### src/rtl/text_console_number_writer_macros.svh
// ----------------------------------------------------------------------------
// text console number writer assertion macros
// shared concurrent assertion forms, clocked on clock, disabled in reset
// ----------------------------------------------------------------------------
`ifndef TEXT_CONSOLE_NUMBER_WRITER_MACROS_SVH
`define TEXT_CONSOLE_NUMBER_WRITER_MACROS_SVH

// same-cycle implication
`define TCNW_ASSERT(label, ante, cons) \
   label: assert property (@(posedge clock) disable iff (reset) (ante) |-> (cons)) \
      else $error("tcnw assertion failed");

// next-cycle implication
`define TCNW_ASSERT_NEXT(label, ante, cons) \
   label: assert property (@(posedge clock) disable iff (reset) (ante) |=> (cons)) \
      else $error("tcnw assertion failed");

`endif

### src/rtl/tcnw_pkg.sv
// ----------------------------------------------------------------------------
// tcnw_pkg
// types, constants and helper functions of the text console number writer
// ----------------------------------------------------------------------------
package tcnw_pkg;

   // grid geometry
   localparam int COLUMNS       = 80;
   localparam int ROWS          = 25;
   localparam int POS_W         = 11;
   localparam int ROW_W         = $clog2(ROWS + 1);
   localparam int COL_W         = $clog2(COLUMNS);
   localparam int LAST_ROW_BASE = COLUMNS * (ROWS - 1);

   // payload widths
   localparam int KIND_W  = 3;
   localparam int VALUE_W = 32;
   localparam int CHAR_W  = 8;
   localparam int ATTR_W  = 8;
   localparam int OP_W    = 2;

   // number conversion
   localparam int DIGITS        = 10;
   localparam int BCD_W         = 4 * DIGITS;
   localparam int BITS_PER_STEP = 4;
   localparam int DABBLE_STEPS  = VALUE_W / BITS_PER_STEP;
   localparam int STEP_W        = $clog2(DABBLE_STEPS);
   localparam int CNT_W         = $clog2(DIGITS + 1);

   // queue between front and back
   localparam int QUEUE_DEPTH = 4;
   localparam int QPTR_W      = $clog2(QUEUE_DEPTH);
   localparam int QCNT_W      = $clog2(QUEUE_DEPTH + 1);

   // configuration port
   localparam int CSR_ADDR_W  = 3;
   localparam int CSR_DATA_W  = 32;
   localparam logic [ATTR_W-1:0] ATTR_RESET = 8'd7;

   // character codes
   localparam logic [CHAR_W-1:0] CHAR_NUL     = 8'h00;
   localparam logic [CHAR_W-1:0] CHAR_NEWLINE = 8'h0a;
   localparam logic [CHAR_W-1:0] CHAR_ZERO    = 8'h30;
   localparam logic [CHAR_W-1:0] CHAR_MINUS   = 8'h2d;
   localparam logic [CHAR_W-1:0] CHAR_LOWER_A = 8'h61;
   localparam logic [CHAR_W-1:0] CHAR_UPPER_A = 8'h41;

   typedef enum logic [KIND_W-1:0] {
      KIND_CHAR   = 3'd0,
      KIND_UDEC   = 3'd1,
      KIND_SDEC   = 3'd2,
      KIND_HEX_LO = 3'd3,
      KIND_HEX_UP = 3'd4,
      KIND_CLEAR  = 3'd5
   } kind_type;

   typedef enum logic [OP_W-1:0] {
      OP_WRITE        = 2'd0,
      OP_SCROLL       = 2'd1,
      OP_CLEAR_ROW    = 2'd2,
      OP_CLEAR_SCREEN = 2'd3
   } op_type;

   typedef enum logic [2:0] {
      MODE_CHAR,
      MODE_DEC,
      MODE_HEX_LO,
      MODE_HEX_UP,
      MODE_CLEAR
   } mode_type;

   typedef enum logic [1:0] {
      F_IDLE,
      F_CONV,
      F_EMIT
   } front_state_type;

   // csr register indexes
   typedef enum logic [0:0] {
      REG_TEXT_ATTRIBUTE = 1'b0
   } reg_index_type;

   // one character (or clear command) handed from front to back
   typedef struct packed {
      logic              clear;
      logic [CHAR_W-1:0] ch;
      logic              last;
   } queue_entry_type;

   // number of significant digits, at least one
   function automatic logic [CNT_W-1:0] digit_count(input logic [BCD_W-1:0] digits);
      logic [CNT_W-1:0] n;
      n = CNT_W'(1);
      for (int d = 0; d < DIGITS; d++) begin
         if (digits[4*d +: 4] != 4'd0) begin
            n = CNT_W'(d + 1);
         end
      end
      return n;
   endfunction

   // ascii code of one digit
   function automatic logic [CHAR_W-1:0] digit_ascii(input logic [3:0] nib, input logic upper);
      logic [CHAR_W-1:0] c;
      if (nib < 4'd10) begin
         c = CHAR_ZERO + CHAR_W'(nib);
      end else if (upper) begin
         c = CHAR_UPPER_A + CHAR_W'(nib - 4'd10);
      end else begin
         c = CHAR_LOWER_A + CHAR_W'(nib - 4'd10);
      end
      return c;
   endfunction

endpackage

### src/rtl/tcnw_req_if.sv
// ----------------------------------------------------------------------------
// tcnw_req_if
// request channel: item kind and value with valid/ready handshake
// ----------------------------------------------------------------------------
interface tcnw_req_if;
   logic                        valid;
   logic                        ready;
   logic [tcnw_pkg::KIND_W-1:0]  kind;
   logic [tcnw_pkg::VALUE_W-1:0] value;

   modport source (output valid, output kind, output value, input ready);
   modport sink   (input valid, input kind, input value, output ready);
endinterface

### src/rtl/tcnw_rsp_if.sv
// ----------------------------------------------------------------------------
// tcnw_rsp_if
// result channel: console operations with valid/ready handshake
// ----------------------------------------------------------------------------
interface tcnw_rsp_if;
   logic                        valid;
   logic                        ready;
   logic [tcnw_pkg::OP_W-1:0]   op;
   logic [tcnw_pkg::POS_W-1:0]  position;
   logic [tcnw_pkg::CHAR_W-1:0] character;
   logic [tcnw_pkg::ATTR_W-1:0] attribute;
   logic                        last;

   modport source (output valid, output op, output position, output character,
                   output attribute, output last, input ready);
   modport sink   (input valid, input op, input position, input character,
                   input attribute, input last, output ready);
endinterface

### src/rtl/tcnw_front.sv
// ----------------------------------------------------------------------------
// tcnw_front
// accepts requests, converts numbers to digit strings, queues characters
// ----------------------------------------------------------------------------
module tcnw_front (
   input  logic                      clock,
   input  logic                      reset,
   tcnw_req_if.sink                  req_chan,
   input  logic                      q_full,
   output logic                      q_push,
   output tcnw_pkg::queue_entry_type q_entry
);

   tcnw_pkg::front_state_type state_ff, state_in;
   tcnw_pkg::mode_type        mode_ff, mode_in;
   logic [tcnw_pkg::BCD_W-1:0]   dig_ff, dig_in;
   logic [tcnw_pkg::VALUE_W-1:0] bin_ff, bin_in;
   logic [tcnw_pkg::CNT_W-1:0]   cnt_ff, cnt_in;
   logic [tcnw_pkg::STEP_W-1:0]  step_ff, step_in;
   logic                         neg_ff, neg_in;

   logic                         accept;
   tcnw_pkg::kind_type           kind;
   logic [tcnw_pkg::BCD_W-1:0]   dab_bcd;
   logic [tcnw_pkg::VALUE_W-1:0] dab_bin;
   logic                         conv_done;
   logic                         entry_last;
   logic [3:0]                   cur_nib;
   logic [tcnw_pkg::CNT_W-1:0]   cur_idx;

   assign accept    = req_chan.valid && req_chan.ready;
   assign kind      = tcnw_pkg::kind_type'(req_chan.kind);
   assign conv_done = (step_ff == tcnw_pkg::STEP_W'(tcnw_pkg::DABBLE_STEPS - 1));
   assign cur_idx   = cnt_ff - tcnw_pkg::CNT_W'(1);
   assign cur_nib   = dig_ff[cur_idx*4 +: 4];

   // double dabble, four binary bits per cycle
   always_comb begin
      dab_bcd = dig_ff;
      dab_bin = bin_ff;
      for (int s = 0; s < tcnw_pkg::BITS_PER_STEP; s++) begin
         for (int d = 0; d < tcnw_pkg::DIGITS; d++) begin
            if (dab_bcd[4*d +: 4] >= 4'd5) begin
               dab_bcd[4*d +: 4] = dab_bcd[4*d +: 4] + 4'd3;
            end
         end
         {dab_bcd, dab_bin} = {dab_bcd[tcnw_pkg::BCD_W-2:0], dab_bin, 1'b0};
      end
   end

   // last character of the item
   always_comb begin
      if (mode_ff == tcnw_pkg::MODE_CHAR || mode_ff == tcnw_pkg::MODE_CLEAR) begin
         entry_last = 1'b1;
      end else begin
         entry_last = !neg_ff && (cnt_ff == tcnw_pkg::CNT_W'(1));
      end
   end

   // next state
   always_comb begin
      state_in = state_ff;
      unique case (state_ff)
         tcnw_pkg::F_IDLE: begin
            if (accept) begin
               unique case (kind)
                  tcnw_pkg::KIND_CHAR: begin
                     if (req_chan.value[tcnw_pkg::CHAR_W-1:0] != tcnw_pkg::CHAR_NUL) begin
                        state_in = tcnw_pkg::F_EMIT;
                     end
                  end
                  tcnw_pkg::KIND_UDEC, tcnw_pkg::KIND_SDEC: state_in = tcnw_pkg::F_CONV;
                  tcnw_pkg::KIND_HEX_LO, tcnw_pkg::KIND_HEX_UP,
                  tcnw_pkg::KIND_CLEAR: state_in = tcnw_pkg::F_EMIT;
                  default: state_in = tcnw_pkg::F_IDLE;
               endcase
            end
         end
         tcnw_pkg::F_CONV: begin
            if (conv_done) begin
               state_in = tcnw_pkg::F_EMIT;
            end
         end
         tcnw_pkg::F_EMIT: begin
            if (q_push && entry_last) begin
               state_in = tcnw_pkg::F_IDLE;
            end
         end
         default: state_in = tcnw_pkg::F_IDLE;
      endcase
   end

   // outputs
   always_comb begin
      req_chan.ready = (state_ff == tcnw_pkg::F_IDLE);
      q_push         = (state_ff == tcnw_pkg::F_EMIT) && !q_full;
      q_entry.clear  = (mode_ff == tcnw_pkg::MODE_CLEAR);
      q_entry.last   = entry_last;
      case (mode_ff)
         tcnw_pkg::MODE_CHAR:  q_entry.ch = dig_ff[tcnw_pkg::CHAR_W-1:0];
         tcnw_pkg::MODE_CLEAR: q_entry.ch = tcnw_pkg::CHAR_NUL;
         default: begin
            if (neg_ff) begin
               q_entry.ch = tcnw_pkg::CHAR_MINUS;
            end else begin
               q_entry.ch = tcnw_pkg::digit_ascii(cur_nib, mode_ff == tcnw_pkg::MODE_HEX_UP);
            end
         end
      endcase
   end

   // datapath next values
   always_comb begin
      mode_in = mode_ff;
      dig_in  = dig_ff;
      bin_in  = bin_ff;
      cnt_in  = cnt_ff;
      step_in = step_ff;
      neg_in  = neg_ff;
      if (state_ff == tcnw_pkg::F_IDLE && accept) begin
         step_in = '0;
         neg_in  = 1'b0;
         cnt_in  = tcnw_pkg::CNT_W'(1);
         case (kind)
            tcnw_pkg::KIND_CHAR: begin
               mode_in = tcnw_pkg::MODE_CHAR;
               dig_in  = tcnw_pkg::BCD_W'(req_chan.value[tcnw_pkg::CHAR_W-1:0]);
            end
            tcnw_pkg::KIND_UDEC: begin
               mode_in = tcnw_pkg::MODE_DEC;
               dig_in  = '0;
               bin_in  = req_chan.value;
            end
            tcnw_pkg::KIND_SDEC: begin
               mode_in = tcnw_pkg::MODE_DEC;
               dig_in  = '0;
               neg_in  = req_chan.value[tcnw_pkg::VALUE_W-1];
               bin_in  = req_chan.value[tcnw_pkg::VALUE_W-1] ?
                         (tcnw_pkg::VALUE_W'(0) - req_chan.value) : req_chan.value;
            end
            tcnw_pkg::KIND_HEX_LO, tcnw_pkg::KIND_HEX_UP: begin
               mode_in = (kind == tcnw_pkg::KIND_HEX_UP) ? tcnw_pkg::MODE_HEX_UP :
                                                            tcnw_pkg::MODE_HEX_LO;
               dig_in  = tcnw_pkg::BCD_W'(req_chan.value);
               cnt_in  = tcnw_pkg::digit_count(tcnw_pkg::BCD_W'(req_chan.value));
            end
            tcnw_pkg::KIND_CLEAR: mode_in = tcnw_pkg::MODE_CLEAR;
            default: mode_in = mode_ff;
         endcase
      end else if (state_ff == tcnw_pkg::F_CONV) begin
         dig_in  = dab_bcd;
         bin_in  = dab_bin;
         step_in = step_ff + tcnw_pkg::STEP_W'(1);
         if (conv_done) begin
            cnt_in = tcnw_pkg::digit_count(dab_bcd);
         end
      end else if (q_push) begin
         if (neg_ff) begin
            neg_in = 1'b0;
         end else begin
            cnt_in = cur_idx;
         end
      end
   end

   // registers
   always_ff @(posedge clock) begin
      if (reset) begin
         state_ff <= tcnw_pkg::F_IDLE;
      end else begin
         state_ff <= state_in;
      end
      mode_ff <= mode_in;
      dig_ff  <= dig_in;
      bin_ff  <= bin_in;
      cnt_ff  <= cnt_in;
      step_ff <= step_in;
      neg_ff  <= neg_in;
   end

endmodule

### src/rtl/tcnw_queue.sv
// ----------------------------------------------------------------------------
// tcnw_queue
// small first-in first-out queue of characters between front and back
// ----------------------------------------------------------------------------
`include "text_console_number_writer_macros.svh"

module tcnw_queue (
   input  logic                      clock,
   input  logic                      reset,
   input  logic                      push,
   input  tcnw_pkg::queue_entry_type push_entry,
   output logic                      full,
   input  logic                      pop,
   output logic                      head_valid,
   output tcnw_pkg::queue_entry_type head
);

   tcnw_pkg::queue_entry_type       slot_ff [tcnw_pkg::QUEUE_DEPTH];
   logic [tcnw_pkg::QPTR_W-1:0]     wr_ff, wr_in;
   logic [tcnw_pkg::QPTR_W-1:0]     rd_ff, rd_in;
   logic [tcnw_pkg::QCNT_W-1:0]     count_ff, count_in;

   assign full       = (count_ff == tcnw_pkg::QCNT_W'(tcnw_pkg::QUEUE_DEPTH));
   assign head_valid = (count_ff != '0);
   assign head       = slot_ff[rd_ff];

   // pointer and fill count update
   always_comb begin
      wr_in    = wr_ff;
      rd_in    = rd_ff;
      count_in = count_ff;
      if (push) begin
         wr_in = (wr_ff == tcnw_pkg::QPTR_W'(tcnw_pkg::QUEUE_DEPTH - 1)) ?
                 '0 : wr_ff + tcnw_pkg::QPTR_W'(1);
      end
      if (pop) begin
         rd_in = (rd_ff == tcnw_pkg::QPTR_W'(tcnw_pkg::QUEUE_DEPTH - 1)) ?
                 '0 : rd_ff + tcnw_pkg::QPTR_W'(1);
      end
      if (push && !pop) begin
         count_in = count_ff + tcnw_pkg::QCNT_W'(1);
      end else if (pop && !push) begin
         count_in = count_ff - tcnw_pkg::QCNT_W'(1);
      end
   end

   // storage and control registers
   always_ff @(posedge clock) begin
      if (reset) begin
         wr_ff    <= '0;
         rd_ff    <= '0;
         count_ff <= '0;
      end else begin
         wr_ff    <= wr_in;
         rd_ff    <= rd_in;
         count_ff <= count_in;
      end
      if (push) begin
         slot_ff[wr_ff] <= push_entry;
      end
   end

   // checks
   `TCNW_ASSERT(a_no_push_when_full, push, !full)
   `TCNW_ASSERT(a_no_pop_when_empty, pop, head_valid)
   `TCNW_ASSERT(a_count_bounded, 1'b1, count_ff <= tcnw_pkg::QCNT_W'(tcnw_pkg::QUEUE_DEPTH))

endmodule

### src/rtl/tcnw_back.sv
// ----------------------------------------------------------------------------
// tcnw_back
// keeps the cursor and turns queued characters into console operations
// ----------------------------------------------------------------------------
`include "text_console_number_writer_macros.svh"

module tcnw_back (
   input  logic                        clock,
   input  logic                        reset,
   input  logic [tcnw_pkg::ATTR_W-1:0] attribute,
   input  logic                        q_valid,
   input  tcnw_pkg::queue_entry_type   q_head,
   output logic                        q_pop,
   tcnw_rsp_if.source                  rsp_chan
);

   // cursor as row, column and flat position
   logic [tcnw_pkg::ROW_W-1:0]  row_ff, row_in;
   logic [tcnw_pkg::COL_W-1:0]  col_ff, col_in;
   logic [tcnw_pkg::POS_W-1:0]  pos_ff, pos_in;
   logic                        phase_ff, phase_in;

   // output register
   logic                         out_valid_ff, out_valid_in;
   tcnw_pkg::op_type             out_op_ff, out_op_in;
   logic [tcnw_pkg::POS_W-1:0]   out_pos_ff, out_pos_in;
   logic [tcnw_pkg::CHAR_W-1:0]  out_ch_ff, out_ch_in;
   logic [tcnw_pkg::ATTR_W-1:0]  out_attr_ff, out_attr_in;
   logic                         out_last_ff, out_last_in;

   logic slot_free;
   logic load;

   assign slot_free = !out_valid_ff || rsp_chan.ready;

   // operation sequencing
   always_comb begin
      row_in      = row_ff;
      col_in      = col_ff;
      pos_in      = pos_ff;
      phase_in    = phase_ff;
      q_pop       = 1'b0;
      load        = 1'b0;
      out_op_in   = tcnw_pkg::OP_WRITE;
      out_pos_in  = '0;
      out_ch_in   = '0;
      out_attr_in = '0;
      out_last_in = 1'b0;
      if (q_valid && slot_free) begin
         if (q_head.clear) begin
            load        = 1'b1;
            q_pop       = 1'b1;
            out_op_in   = tcnw_pkg::OP_CLEAR_SCREEN;
            out_last_in = q_head.last;
            row_in      = '0;
            col_in      = '0;
            pos_in      = '0;
         end else if (q_head.ch == tcnw_pkg::CHAR_NEWLINE) begin
            if (row_ff >= tcnw_pkg::ROW_W'(tcnw_pkg::ROWS - 1)) begin
               load = 1'b1;
               if (!phase_ff) begin
                  out_op_in = tcnw_pkg::OP_SCROLL;
                  phase_in  = 1'b1;
               end else begin
                  out_op_in   = tcnw_pkg::OP_CLEAR_ROW;
                  out_last_in = q_head.last;
                  phase_in    = 1'b0;
                  q_pop       = 1'b1;
                  row_in      = tcnw_pkg::ROW_W'(tcnw_pkg::ROWS - 1);
                  col_in      = '0;
                  pos_in      = tcnw_pkg::POS_W'(tcnw_pkg::LAST_ROW_BASE);
               end
            end else begin
               // newline inside the grid moves the cursor only
               q_pop  = 1'b1;
               row_in = row_ff + tcnw_pkg::ROW_W'(1);
               col_in = '0;
               pos_in = pos_ff + tcnw_pkg::POS_W'(tcnw_pkg::COLUMNS) -
                        tcnw_pkg::POS_W'(col_ff);
            end
         end else if (row_ff == tcnw_pkg::ROW_W'(tcnw_pkg::ROWS)) begin
            // cursor past the grid: scroll before the write
            load      = 1'b1;
            out_op_in = tcnw_pkg::OP_SCROLL;
            row_in    = tcnw_pkg::ROW_W'(tcnw_pkg::ROWS - 1);
            col_in    = '0;
            pos_in    = tcnw_pkg::POS_W'(tcnw_pkg::LAST_ROW_BASE);
         end else begin
            load        = 1'b1;
            q_pop       = 1'b1;
            out_op_in   = tcnw_pkg::OP_WRITE;
            out_pos_in  = pos_ff;
            out_ch_in   = q_head.ch;
            out_attr_in = attribute;
            out_last_in = q_head.last;
            pos_in      = pos_ff + tcnw_pkg::POS_W'(1);
            if (col_ff == tcnw_pkg::COL_W'(tcnw_pkg::COLUMNS - 1)) begin
               col_in = '0;
               row_in = row_ff + tcnw_pkg::ROW_W'(1);
            end else begin
               col_in = col_ff + tcnw_pkg::COL_W'(1);
            end
         end
      end
   end

   // output valid
   always_comb begin
      if (load) begin
         out_valid_in = 1'b1;
      end else if (rsp_chan.ready) begin
         out_valid_in = 1'b0;
      end else begin
         out_valid_in = out_valid_ff;
      end
   end

   assign rsp_chan.valid     = out_valid_ff;
   assign rsp_chan.op        = out_op_ff;
   assign rsp_chan.position  = out_pos_ff;
   assign rsp_chan.character = out_ch_ff;
   assign rsp_chan.attribute = out_attr_ff;
   assign rsp_chan.last      = out_last_ff;

   // registers
   always_ff @(posedge clock) begin
      if (reset) begin
         row_ff       <= '0;
         col_ff       <= '0;
         pos_ff       <= '0;
         phase_ff     <= 1'b0;
         out_valid_ff <= 1'b0;
      end else begin
         row_ff       <= row_in;
         col_ff       <= col_in;
         pos_ff       <= pos_in;
         phase_ff     <= phase_in;
         out_valid_ff <= out_valid_in;
      end
      if (load) begin
         out_op_ff   <= out_op_in;
         out_pos_ff  <= out_pos_in;
         out_ch_ff   <= out_ch_in;
         out_attr_ff <= out_attr_in;
         out_last_ff <= out_last_in;
      end
   end

   // checks
   `TCNW_ASSERT(a_row_bounded, 1'b1, row_ff <= tcnw_pkg::ROW_W'(tcnw_pkg::ROWS))
   `TCNW_ASSERT(a_phase_on_newline, phase_ff, q_valid && !q_head.clear && (q_head.ch == tcnw_pkg::CHAR_NEWLINE))

endmodule

### src/rtl/text_console_number_writer.sv
// A character passes from the front's registers through a queue slot into the back's
// output register; a decimal number first runs the conversion steps, a hex number none.
// The front takes one request, then one queued character per cycle while the queue is
// not full, and takes no new request until all characters of a number are queued.
// The back issues one result per cycle while its result slot is free; a scroll goes first.
// Reset clears the cursor, the queue and the output valid, attribute back to 7.
// ----------------------------------------------------------------------------
// text_console_number_writer
// text console writer: characters and numbers to cell writes on a text grid
// ----------------------------------------------------------------------------
module text_console_number_writer (
   input  logic                            clock,
   input  logic                            reset,
   tcnw_req_if.sink                        req_chan,
   tcnw_rsp_if.source                      rsp_chan,
   input  logic                            csr_psel,
   input  logic                            csr_penable,
   input  logic                            csr_pwrite,
   input  logic [tcnw_pkg::CSR_ADDR_W-1:0] csr_paddr,
   input  logic [tcnw_pkg::CSR_DATA_W-1:0] csr_pwdata,
   output logic [tcnw_pkg::CSR_DATA_W-1:0] csr_prdata,
   output logic                            csr_pready
);

   logic [tcnw_pkg::ATTR_W-1:0] attr_ff, attr_in;
   logic                        csr_write;
   tcnw_pkg::reg_index_type     csr_index;

   logic                        q_full;
   logic                        q_push;
   tcnw_pkg::queue_entry_type   q_entry;
   logic                        q_pop;
   logic                        q_valid;
   tcnw_pkg::queue_entry_type   q_head;

   // register decode, register index from address bit 2
   assign csr_pready = 1'b1;
   assign csr_write  = csr_psel && csr_penable && csr_pwrite && csr_pready;
   assign csr_index  = tcnw_pkg::reg_index_type'(csr_paddr[2]);

   always_comb begin
      attr_in = attr_ff;
      if (csr_write && csr_index == tcnw_pkg::REG_TEXT_ATTRIBUTE) begin
         attr_in = csr_pwdata[tcnw_pkg::ATTR_W-1:0];
      end
   end

   // register read back
   always_comb begin
      unique case (csr_index)
         tcnw_pkg::REG_TEXT_ATTRIBUTE: csr_prdata = tcnw_pkg::CSR_DATA_W'(attr_ff);
         default:                      csr_prdata = '0;
      endcase
   end

   always_ff @(posedge clock) begin
      if (reset) begin
         attr_ff <= tcnw_pkg::ATTR_RESET;
      end else begin
         attr_ff <= attr_in;
      end
   end

   // request front end
   tcnw_front u_front (
      .clock    (clock),
      .reset    (reset),
      .req_chan (req_chan),
      .q_full   (q_full),
      .q_push   (q_push),
      .q_entry  (q_entry)
   );

   // character queue
   tcnw_queue u_queue (
      .clock      (clock),
      .reset      (reset),
      .push       (q_push),
      .push_entry (q_entry),
      .full       (q_full),
      .pop        (q_pop),
      .head_valid (q_valid),
      .head       (q_head)
   );

   // cursor and result back end
   tcnw_back u_back (
      .clock     (clock),
      .reset     (reset),
      .attribute (attr_ff),
      .q_valid   (q_valid),
      .q_head    (q_head),
      .q_pop     (q_pop),
      .rsp_chan  (rsp_chan)
   );

endmodule

### src/flat_wrapper.sv
// flat-port wrapper written by rule: the top's interface ports become plain ports
module text_console_number_writer_flat 
  (clock, reset, csr_psel, csr_penable, csr_pwrite, csr_paddr, csr_pwdata, csr_prdata, csr_pready, req_chan_valid, req_chan_kind, req_chan_value, req_chan_ready, rsp_chan_valid, rsp_chan_op, rsp_chan_position, rsp_chan_character, rsp_chan_attribute, rsp_chan_last, rsp_chan_ready);
  tcnw_req_if req_chan_i ();
  tcnw_rsp_if rsp_chan_i ();
  input  logic clock;
  input  logic reset;
  input  logic csr_psel;
  input  logic csr_penable;
  input  logic csr_pwrite;
  input  logic [tcnw_pkg::CSR_ADDR_W-1:0] csr_paddr;
  input  logic [tcnw_pkg::CSR_DATA_W-1:0] csr_pwdata;
  output logic [tcnw_pkg::CSR_DATA_W-1:0] csr_prdata;
  output logic csr_pready;
  input wire logic [$bits(req_chan_i.valid)-1:0] req_chan_valid;
  input wire logic [$bits(req_chan_i.kind)-1:0] req_chan_kind;
  input wire logic [$bits(req_chan_i.value)-1:0] req_chan_value;
  output wire logic [$bits(req_chan_i.ready)-1:0] req_chan_ready;
  output wire logic [$bits(rsp_chan_i.valid)-1:0] rsp_chan_valid;
  output wire logic [$bits(rsp_chan_i.op)-1:0] rsp_chan_op;
  output wire logic [$bits(rsp_chan_i.position)-1:0] rsp_chan_position;
  output wire logic [$bits(rsp_chan_i.character)-1:0] rsp_chan_character;
  output wire logic [$bits(rsp_chan_i.attribute)-1:0] rsp_chan_attribute;
  output wire logic [$bits(rsp_chan_i.last)-1:0] rsp_chan_last;
  input wire logic [$bits(rsp_chan_i.ready)-1:0] rsp_chan_ready;
  assign req_chan_i.valid = req_chan_valid;
  assign req_chan_i.kind = req_chan_kind;
  assign req_chan_i.value = req_chan_value;
  assign req_chan_ready = req_chan_i.ready;
  assign rsp_chan_valid = rsp_chan_i.valid;
  assign rsp_chan_op = rsp_chan_i.op;
  assign rsp_chan_position = rsp_chan_i.position;
  assign rsp_chan_character = rsp_chan_i.character;
  assign rsp_chan_attribute = rsp_chan_i.attribute;
  assign rsp_chan_last = rsp_chan_i.last;
  assign rsp_chan_i.ready = rsp_chan_ready;
  text_console_number_writer u_core (.clock(clock), .reset(reset), .req_chan(req_chan_i), .rsp_chan(rsp_chan_i), .csr_psel(csr_psel), .csr_penable(csr_penable), .csr_pwrite(csr_pwrite), .csr_paddr(csr_paddr), .csr_pwdata(csr_pwdata), .csr_prdata(csr_prdata), .csr_pready(csr_pready));
endmodule
### config.mk
export PLATFORM = sky130hd
export DESIGN_NAME = text_console_number_writer_flat
export DESIGN_NICKNAME = d
export VERILOG_FILES = /design/src/rtl/tcnw_pkg.sv /design/src/rtl/tcnw_req_if.sv /design/src/rtl/tcnw_rsp_if.sv /design/src/rtl/tcnw_front.sv /design/src/rtl/tcnw_queue.sv /design/src/rtl/tcnw_back.sv /design/src/rtl/text_console_number_writer.sv /design/src/flat_wrapper.sv
export VERILOG_INCLUDE_DIRS = /design/src /design/src/rtl
export SDC_FILE = /design/constraint.sdc
export NUM_CORES = 1
export LEC_CHECK = 0
export CAP_MARGIN = 20
export CORE_UTILIZATION = 35
export CTS_CLUSTER_DIAMETER = 120
export DETAILED_ROUTE_END_ITERATION = 8
export DONT_BUFFER_PORTS = 1
export PLACE_DENSITY = 0.57
export SKIP_CTS_REPAIR_TIMING = 1
export SLEW_MARGIN = 15
export SYNTH_ARGS = -nofsm -noshare
export SYNTH_HDL_FRONTEND = slang
export SYNTH_SLANG_ARGS = --single-unit
### constraint.sdc
create_clock -name clock -period 8.22 [get_ports clock]
set_input_delay 1.233 -clock clock [delete_from_list [all_inputs] [get_ports clock]]
set_output_delay 1.233 -clock clock [all_outputs]
set_load 0.02 [all_outputs]
======== Yosys cells after proc, flatten, opt, wreduce, memory -nomap -nowiden ========
Memories as Yosys holds them, arrays and structs flattened. A register that Yosys moved wholly into a read port is not among the register bits.
Cells that the tools add are included.
word-level totals
  ROM bits ................................ 0
  logic and storage cells ................. 345
  memories kept ........................... 1
  bits in writable memories ............... 40
  latch bits .............................. 0
  bits in registers ....................... 155
  bits of input ports ..................... 77
memories
  memory                  words  width  read ports  clocked after memory_dff  write ports  line              RTL
  u_core.u_queue.slot_ff  4      10     1           1                         1            tcnw_queue.sv:18  tcnw_pkg::queue_entry_type slot_ff [tcnw_pkg::QUEUE_DEPTH];
operators by class
  $lt $le $gt $ge ......................... 42
  add/sub/neg operators ................... 56
  multiply operators ...................... 0
  shift-type cells ........................ 1
  reductions and logical operators ........ 59
  div/mod/pow operators ................... 0
  eq/ne operators ......................... 27
  bitwise gates (word level) .............. 3
  multiplexer cells ....................... 135
operators with widths
  kind                                                                                  number
  4-bit 2-to-1 mux                                                                      56
  4-bit by 3-bit greater-or-equal comparator with 1-bit output (second input constant)  40
  4-bit by 2-bit adder with 4-bit output (second input constant)                        36
  40-bit one-hot mux with 3 select lines                                                1
  32-bit 2-to-1 mux                                                                     3
  40-bit 2-to-1 mux                                                                     2
  4-bit nonzero test                                                                    18
  32-bit one-hot mux with 2 select lines                                                1
  11-bit 2-to-1 mux                                                                     5
  7-bit 2-to-1 mux                                                                      6
  40-bit by 7-bit indexed part select with 4-bit output                                 1
  8-bit 2-to-1 mux                                                                      4
  1-bit by 32-bit subtractor with 32-bit output (first input constant)                  1
  5-bit 2-to-1 mux                                                                      6
  2-bit 2-to-1 mux                                                                      14
  1-bit 2-to-1 mux                                                                      27
  3-bit 2-to-1 mux                                                                      6
  7-bit by 8-bit adder with 8-bit output (first input constant)                         2
  8-bit one-hot mux with 2 select lines                                                 1
  3-bit == test (second input constant)                                                 5
  3-bit by 2-bit adder with 3-bit output (second input constant)                        4
  2-bit one-hot mux with 3 select lines                                                 2
  3-bit one-hot mux with 4 select lines                                                 1
  11-bit by 1-bit adder with 11-bit output (second input constant)                      1
  41 further kinds                                                                      80

======== Logic depth before layout (Yosys ltp) ========
  depth in word-level cells ............... 21
  mapped depth ............................ 28
  mapped depth without buffers ............ 28

======== By module ========
Synthesis repeated with hierarchy kept, for this count alone.
unflattened totals
  cells, all modules ...................... 1849
  area, all modules ....................... 16260.6 µm²
modules (own cells, without submodules)
  module                      cells an instance  area an instance (µm²)  instances
  tcnw_front                  1353               10572.6                 1
  tcnw_back                   330                3188.1                  1
  tcnw_queue                  96                 1884.3                  1
  text_console_number_writer  70                 615.6                   1

======== Least setup slack after synthesis ========
No wires, ideal clock.
  kind .................................... reg2reg
  start ................................... register u_core.u_front.dig_ff[20] (netlist bit)
  end ..................................... register u_core.u_front.cnt_ff[1] (netlist bit) (data pin)
  library setup time ...................... 257 ps
  cell stages (with the launch flop) ...... 28
  clock period less this slack ............ 5859 ps
  arrival ................................. 5602 ps
  slack ................................... 2361 ps
  path through ............................ edfxtp_1 inv_1 ha_1 nor2b_1 o21ai_0 or2_2 ha_1 clkbuf_1 inv_1 nor2_1 o31ai_1 xnor2_1 ha_1 nor2b_1 nand2b_1 or4b_2 a32oi_1 xor2_1 ha_1 nand2b_1 a21oi_1 nand2_1 a21boi_0 mux2_2 nand3b_1 a311oi_1 o21bai_1 a32o_2
between the ends
  longest elaborated chain between the ends .. 17
RTL lines
  what                                                                                                                    line                                RTL
  from (decl)                                                                                                             tcnw_front.sv:16                    logic [tcnw_pkg::BCD_W-1:0] dig_ff, dig_in;
  from (signal assigned)                                                                                                  tcnw_front.sv:174                   dig_ff <= dig_in;
  4-bit by 2-bit adder with 4-bit output or 4-bit by 3-bit greater-or-equal comparator with 1-bit output (tied branches)  tcnw_front.sv:44, tcnw_front.sv:43
  4-bit 2-to-1 mux *                                                                                                      tcnw_front.sv:43                    if (dab_bcd[4*d +: 4] >= 4'd5) begin
  4-bit by 2-bit adder with 4-bit output or 4-bit by 3-bit greater-or-equal comparator with 1-bit output (tied branches)  tcnw_front.sv:44, tcnw_front.sv:43
  4-bit 2-to-1 mux                                                                                                        tcnw_front.sv:43
  4-bit by 2-bit adder with 4-bit output or 4-bit by 3-bit greater-or-equal comparator with 1-bit output (tied branches)  tcnw_front.sv:44, tcnw_front.sv:43
  4-bit 2-to-1 mux                                                                                                        tcnw_front.sv:43
  4-bit by 3-bit greater-or-equal comparator with 1-bit output or 4-bit by 2-bit adder with 4-bit output (tied branches)  tcnw_front.sv:43, tcnw_front.sv:44
  4-bit 2-to-1 mux                                                                                                        tcnw_front.sv:43
  4-bit nonzero test                                                                                                      tcnw_pkg.sv:95                      if (digits[4*d +: 4] != 4'd0) begin
  4-bit 2-to-1 mux (4 in a row)                                                                                           tcnw_pkg.sv:95
  4-bit 2-to-1 mux *                                                                                                      tcnw_pkg.sv:95
  4-bit 2-to-1 mux *                                                                                                      tcnw_front.sv:154                   if (conv_done) begin
  4-bit 2-to-1 mux *                                                                                                      tcnw_front.sv:150                   end else if (state_ff == tcnw_pkg::F_CONV) begin
  4-bit 2-to-1 mux *                                                                                                      tcnw_front.sv:120                   if (state_ff == tcnw_pkg::F_IDLE && accept) begin
  named net u_core.u_front.cnt_in, one bit                                                                                tcnw_front.sv:18                    logic [tcnw_pkg::CNT_W-1:0] cnt_ff, cnt_in;
  to (signal assigned)                                                                                                    tcnw_front.sv:176                   cnt_ff <= cnt_in;
  to (decl)                                                                                                               tcnw_front.sv:18
Mark *: on every way through the listed nets, which the timed path passes. The rest lies on a longest branch. The select of a mux whose other input is x is not followed.
A chain may end at the register's enable or synchronous reset.

======== Final worst setup path ========
  start ................................... register u_core.u_front.dig_ff[21] (netlist bit)
  end ..................................... register u_core.u_front.cnt_ff[1] (netlist bit) (data pin)
between the ends
  longest elaborated chain between the ends .. 17
RTL lines
  what                                                                                                                    line
  4-bit by 2-bit adder with 4-bit output or 4-bit by 3-bit greater-or-equal comparator with 1-bit output (tied branches)  tcnw_front.sv:44, tcnw_front.sv:43
  4-bit 2-to-1 mux *                                                                                                      tcnw_front.sv:43
  4-bit by 2-bit adder with 4-bit output or 4-bit by 3-bit greater-or-equal comparator with 1-bit output (tied branches)  tcnw_front.sv:44, tcnw_front.sv:43
  4-bit 2-to-1 mux                                                                                                        tcnw_front.sv:43
  4-bit by 3-bit greater-or-equal comparator with 1-bit output or 4-bit by 2-bit adder with 4-bit output (tied branches)  tcnw_front.sv:43, tcnw_front.sv:44
  4-bit 2-to-1 mux                                                                                                        tcnw_front.sv:43
  4-bit by 2-bit adder with 4-bit output or 4-bit by 3-bit greater-or-equal comparator with 1-bit output (tied branches)  tcnw_front.sv:44, tcnw_front.sv:43
  4-bit 2-to-1 mux                                                                                                        tcnw_front.sv:43
  4-bit nonzero test                                                                                                      tcnw_pkg.sv:95
  4-bit 2-to-1 mux (4 in a row)                                                                                           tcnw_pkg.sv:95
  4-bit 2-to-1 mux *                                                                                                      tcnw_pkg.sv:95
  4-bit 2-to-1 mux *                                                                                                      tcnw_front.sv:154
  4-bit 2-to-1 mux *                                                                                                      tcnw_front.sv:150
  4-bit 2-to-1 mux *                                                                                                      tcnw_front.sv:120
  named net u_core.u_front.cnt_in, one bit                                                                                tcnw_front.sv:18
Marked as above.

==> metrics.md <==
| Metric | Value |
|---|---|
| # diodes | `0` |
| Post-route ant nets | `0` |
| Total grt overflow | `0` |
| Crit Path Max Fanout | `9` |
| DPL Wire Length | `29.9 mm` |
| Cell total after placement | `2355` |
| Synth-to-Final Area Change | `6.41%` |
| Slew of the pin with the lowest slew margin | `1.12 ns` |
| Drt wl/cell | `16.6 microns` |
| Router iterations before antenna repair | `6` |
| Clock sink total | `197` |
| Top-count cell post-synth | `nand2_1` |
| Layout cells sized above 1 | `0.0668` |
| Cells after Synth | `1830` |
| Tot GR Track Use | `0.170` |
| Vias in the first global route | `12500` |
| Status | `finished, final reports clean` |
| Asr flop ratio synth | `0` |
| Period utilisation layout | `0.847` |
| CP most frequent cell | `ha_1` |
| Final Net Count | `1968` |
| Die height | `215 microns` |
| Total detailed-routing wirelength | `39.7 mm` |
| Synth top area cells | `edfxtp_1 (28%), ha_1 (8.3%), dfxtp_1 (5.9%)` |
| Final setup violating endpoints | `0` |
| Sequential share of the synthesized area | `0.342` |
| Synth cell types | `98` |
| CTS root buf | `clkbuf_16` |
| I/O Buffers | `0` |
| DRC viols | `0` |
| Htree depth | `4` |
| Crit path time final | `6.96 ns` |
| Starting density of the core | `0.357` |
| Synth area leader | `edfxtp_1` |
| Clk slew on worst S/H paths | `0.07 ns` |
| IO Pins | `142` |
| Filler Cells Inserted | `4500` |
| Fin cells | `2388` |
| Max-slew violations | `0` |
| Worst setup EP type | `register` |
| Hold Crit Class | `reg -> reg` |
| EDFF count, synth | `150` |
| CTS tree | `yes` |
| CP max-delay cell | `or4b_2` |
| Area share of the largest cell type after synthesis | `0.283` |
| Avg Cell Area, Syn | `8.69 sq um` |
| Row Count | `77` |
| MaxCap Viol Count | `0` |
| Final Hold Vio Count | `0` |
| Mapped cell area | `15900 sq um` |
| Setup TNS | `0 ns` |
| Synthesized flop and latch total | `197` |
| Number of CTS-inserted buffers | `17` |
| RSZ-0062 raised after global routing | `false` |
| Initial antenna violation count | `0` |
| Post-DR vias/cell | `5.51` |
| Via Count | `13200` |
| Relative slew slack | `0.251` |
| First-pass GRT wire length | `64.5 mm` |
| Final Hold Slack | `0.463 ns` |
| Synth Warn # | `0` |
| Top_reg_cell synth | `edfxtp_1` |
| Top cells by count, synth | `nand2_1 (208), edfxtp_1 (150), nor2_1 (142), o21ai_0 (137), a21oi_1 (121)` |
| Final Wtd Congestion | `0.839` |
| Core footprint | `44500 sq um` |
| WP data arrival | `7.17 ns` |
| Largest net degree at the start of global routing | `89` |
| Fmax | `144 MHz` |
| Clock Latency Late Sink | `0.46 ns` |
| Clock skew | `0.0156 ns` |
| Critical path required time | `8.43 ns` |
| Critical Path Start Type | `register` |
| CP Class | `reg -> reg` |
| Total Die Area | `46300 sq um` |
| CP peak stage delay | `0.59 ns` |
| Initial DRC count | `963` |
| Longest Clk Path Bufs | `2` |
| Die X | `215 microns` |
-- critical path: cells and delay by family (launching register included) --
family	cells	cell delay, ns
compound gates	8	2.15
flops	1	0.50
buf+inv	2	0.26
mux	1	0.21
xor+xnor	2	0.58
fa+ha+maj	4	1.04
simple gates	9	1.95
-- final timing paths --
path	startpoint	end	slack, ns	cells after the start
worst max register to register	u_core.u_front.dig_ff[21]	u_core.u_front.cnt_ff[1]	1.26	26
worst max-delay path	u_core.u_front.dig_ff[21]	u_core.u_front.cnt_ff[1]	1.26	26
worst min register to register	u_core.u_front.step_ff[2]	u_core.u_front.step_ff[2]	0.46	2
worst min-delay path	u_core.u_front.step_ff[2]	u_core.u_front.step_ff[2]	0.46	2
-- flip-flops by register name, summed over array words and instances (netlist names), 3 cells and up, named ones only --
name and flops:
u_core.u_front.cnt_ff 4, u_core.u_back.rsp_chan.attribute 8, u_core.u_queue.slot_ff 40, u_core.u_back.rsp_chan.character 8
u_core.u_back.rsp_chan.position 11, u_core.u_front.dig_ff 40, u_core.u_front.bin_ff 32, u_core.attr_ff 8
u_core.u_back.pos_ff 11, u_core.u_front.step_ff 3, u_core.u_back.row_ff 5, u_core.u_front.mode_ff 3
u_core.u_queue.count_ff 3, u_core.u_back.col_ff 7
-- placed cells by master, fill, tap and decap left out, types with 22 or more instances in the layout --
| master | Yosys | routed |
|---|---|---|
| and2_1 | 24 | 23 |
| edfxtp_1 | 150 | 150 |
| o21ai_0 | 137 | 137 |
| dfxtp_1 | 47 | 47 |
| inv_1 | 116 | 116 |
| xnor2_1 | 57 | 57 |
| nand3_1 | 40 | 40 |
| nor2_1 | 142 | 142 |
| a21oi_1 | 121 | 121 |
| nor2b_1 | 26 | 26 |
| xor2_1 | 29 | 29 |
| ha_1 | 106 | 106 |
| nand2b_1 | 41 | 41 |
| nand2_1 | 208 | 206 |
| and3_1 | 34 | 34 |
| a211oi_1 | 22 | 22 |
| nor3_1 | 47 | 47 |
| mux2i_1 | 37 | 37 |
| o31ai_1 | 23 | 23 |
| conb_1 | 2 | 25 |
-- stage by stage --
step | setup slack (ns) | util | area (sq um)
global placement | 1.58 | 0.366 | 16300
detailed placement | 1.43 | 0.366 | 16300
floorplan | 2.36 | - | 16000
finish | 1.26 | 0.380 | 16900
global route | 0.651 | 0.380 | 16900
CTS | 1.38 | 0.380 | 16900
-- area by class of cell --
class / count / area [sq um] / area share
well taps: 592 / 741 / 0.0438
repair buffers: 7 / 72.6 / 0.00429
flip-flops and latches: 197 / 5450 / 0.322
inverters: 118 / 443 / 0.0262
clock inverters: 10 / 106 / 0.00628
multi-input cells: 1442 / 9630 / 0.569
clock buffers: 22 / 485 / 0.0287
-- metal layers --
metal / part of all wire / GRT usage / vias up / wire length (microns)
li1: - / - / 6489 / -
met1: 0.48 / 0.227 / 6312 / 18900
met2: 0.47 / 0.285 / 332 / 18500
met3: 0.043 / 0.0320 / 34 / 1720
met4: 0.013 / 0.0381 / 0 / 517
met5: 0 / 0 / - / 0
-- logic make-up after synthesis --
family | Yosys count | share of synthesized area
AO/OA/AOI/OAI | 493 | 0.201
XOR/XNOR | 86 | 0.0474
adder cells (fa/ha/maj) | 108 | 0.0859
buffers and inverters | 214 | 0.0579
flip-flops | 197 | 0.342
multiplexers | 76 | 0.0641
other | 2 | 0.000472
AND/OR/NAND/NOR | 654 | 0.201
Power is left out: the tool's default activity adds up to more than one toggle a clock period on the data nets, which glitch-free logic cannot reach.
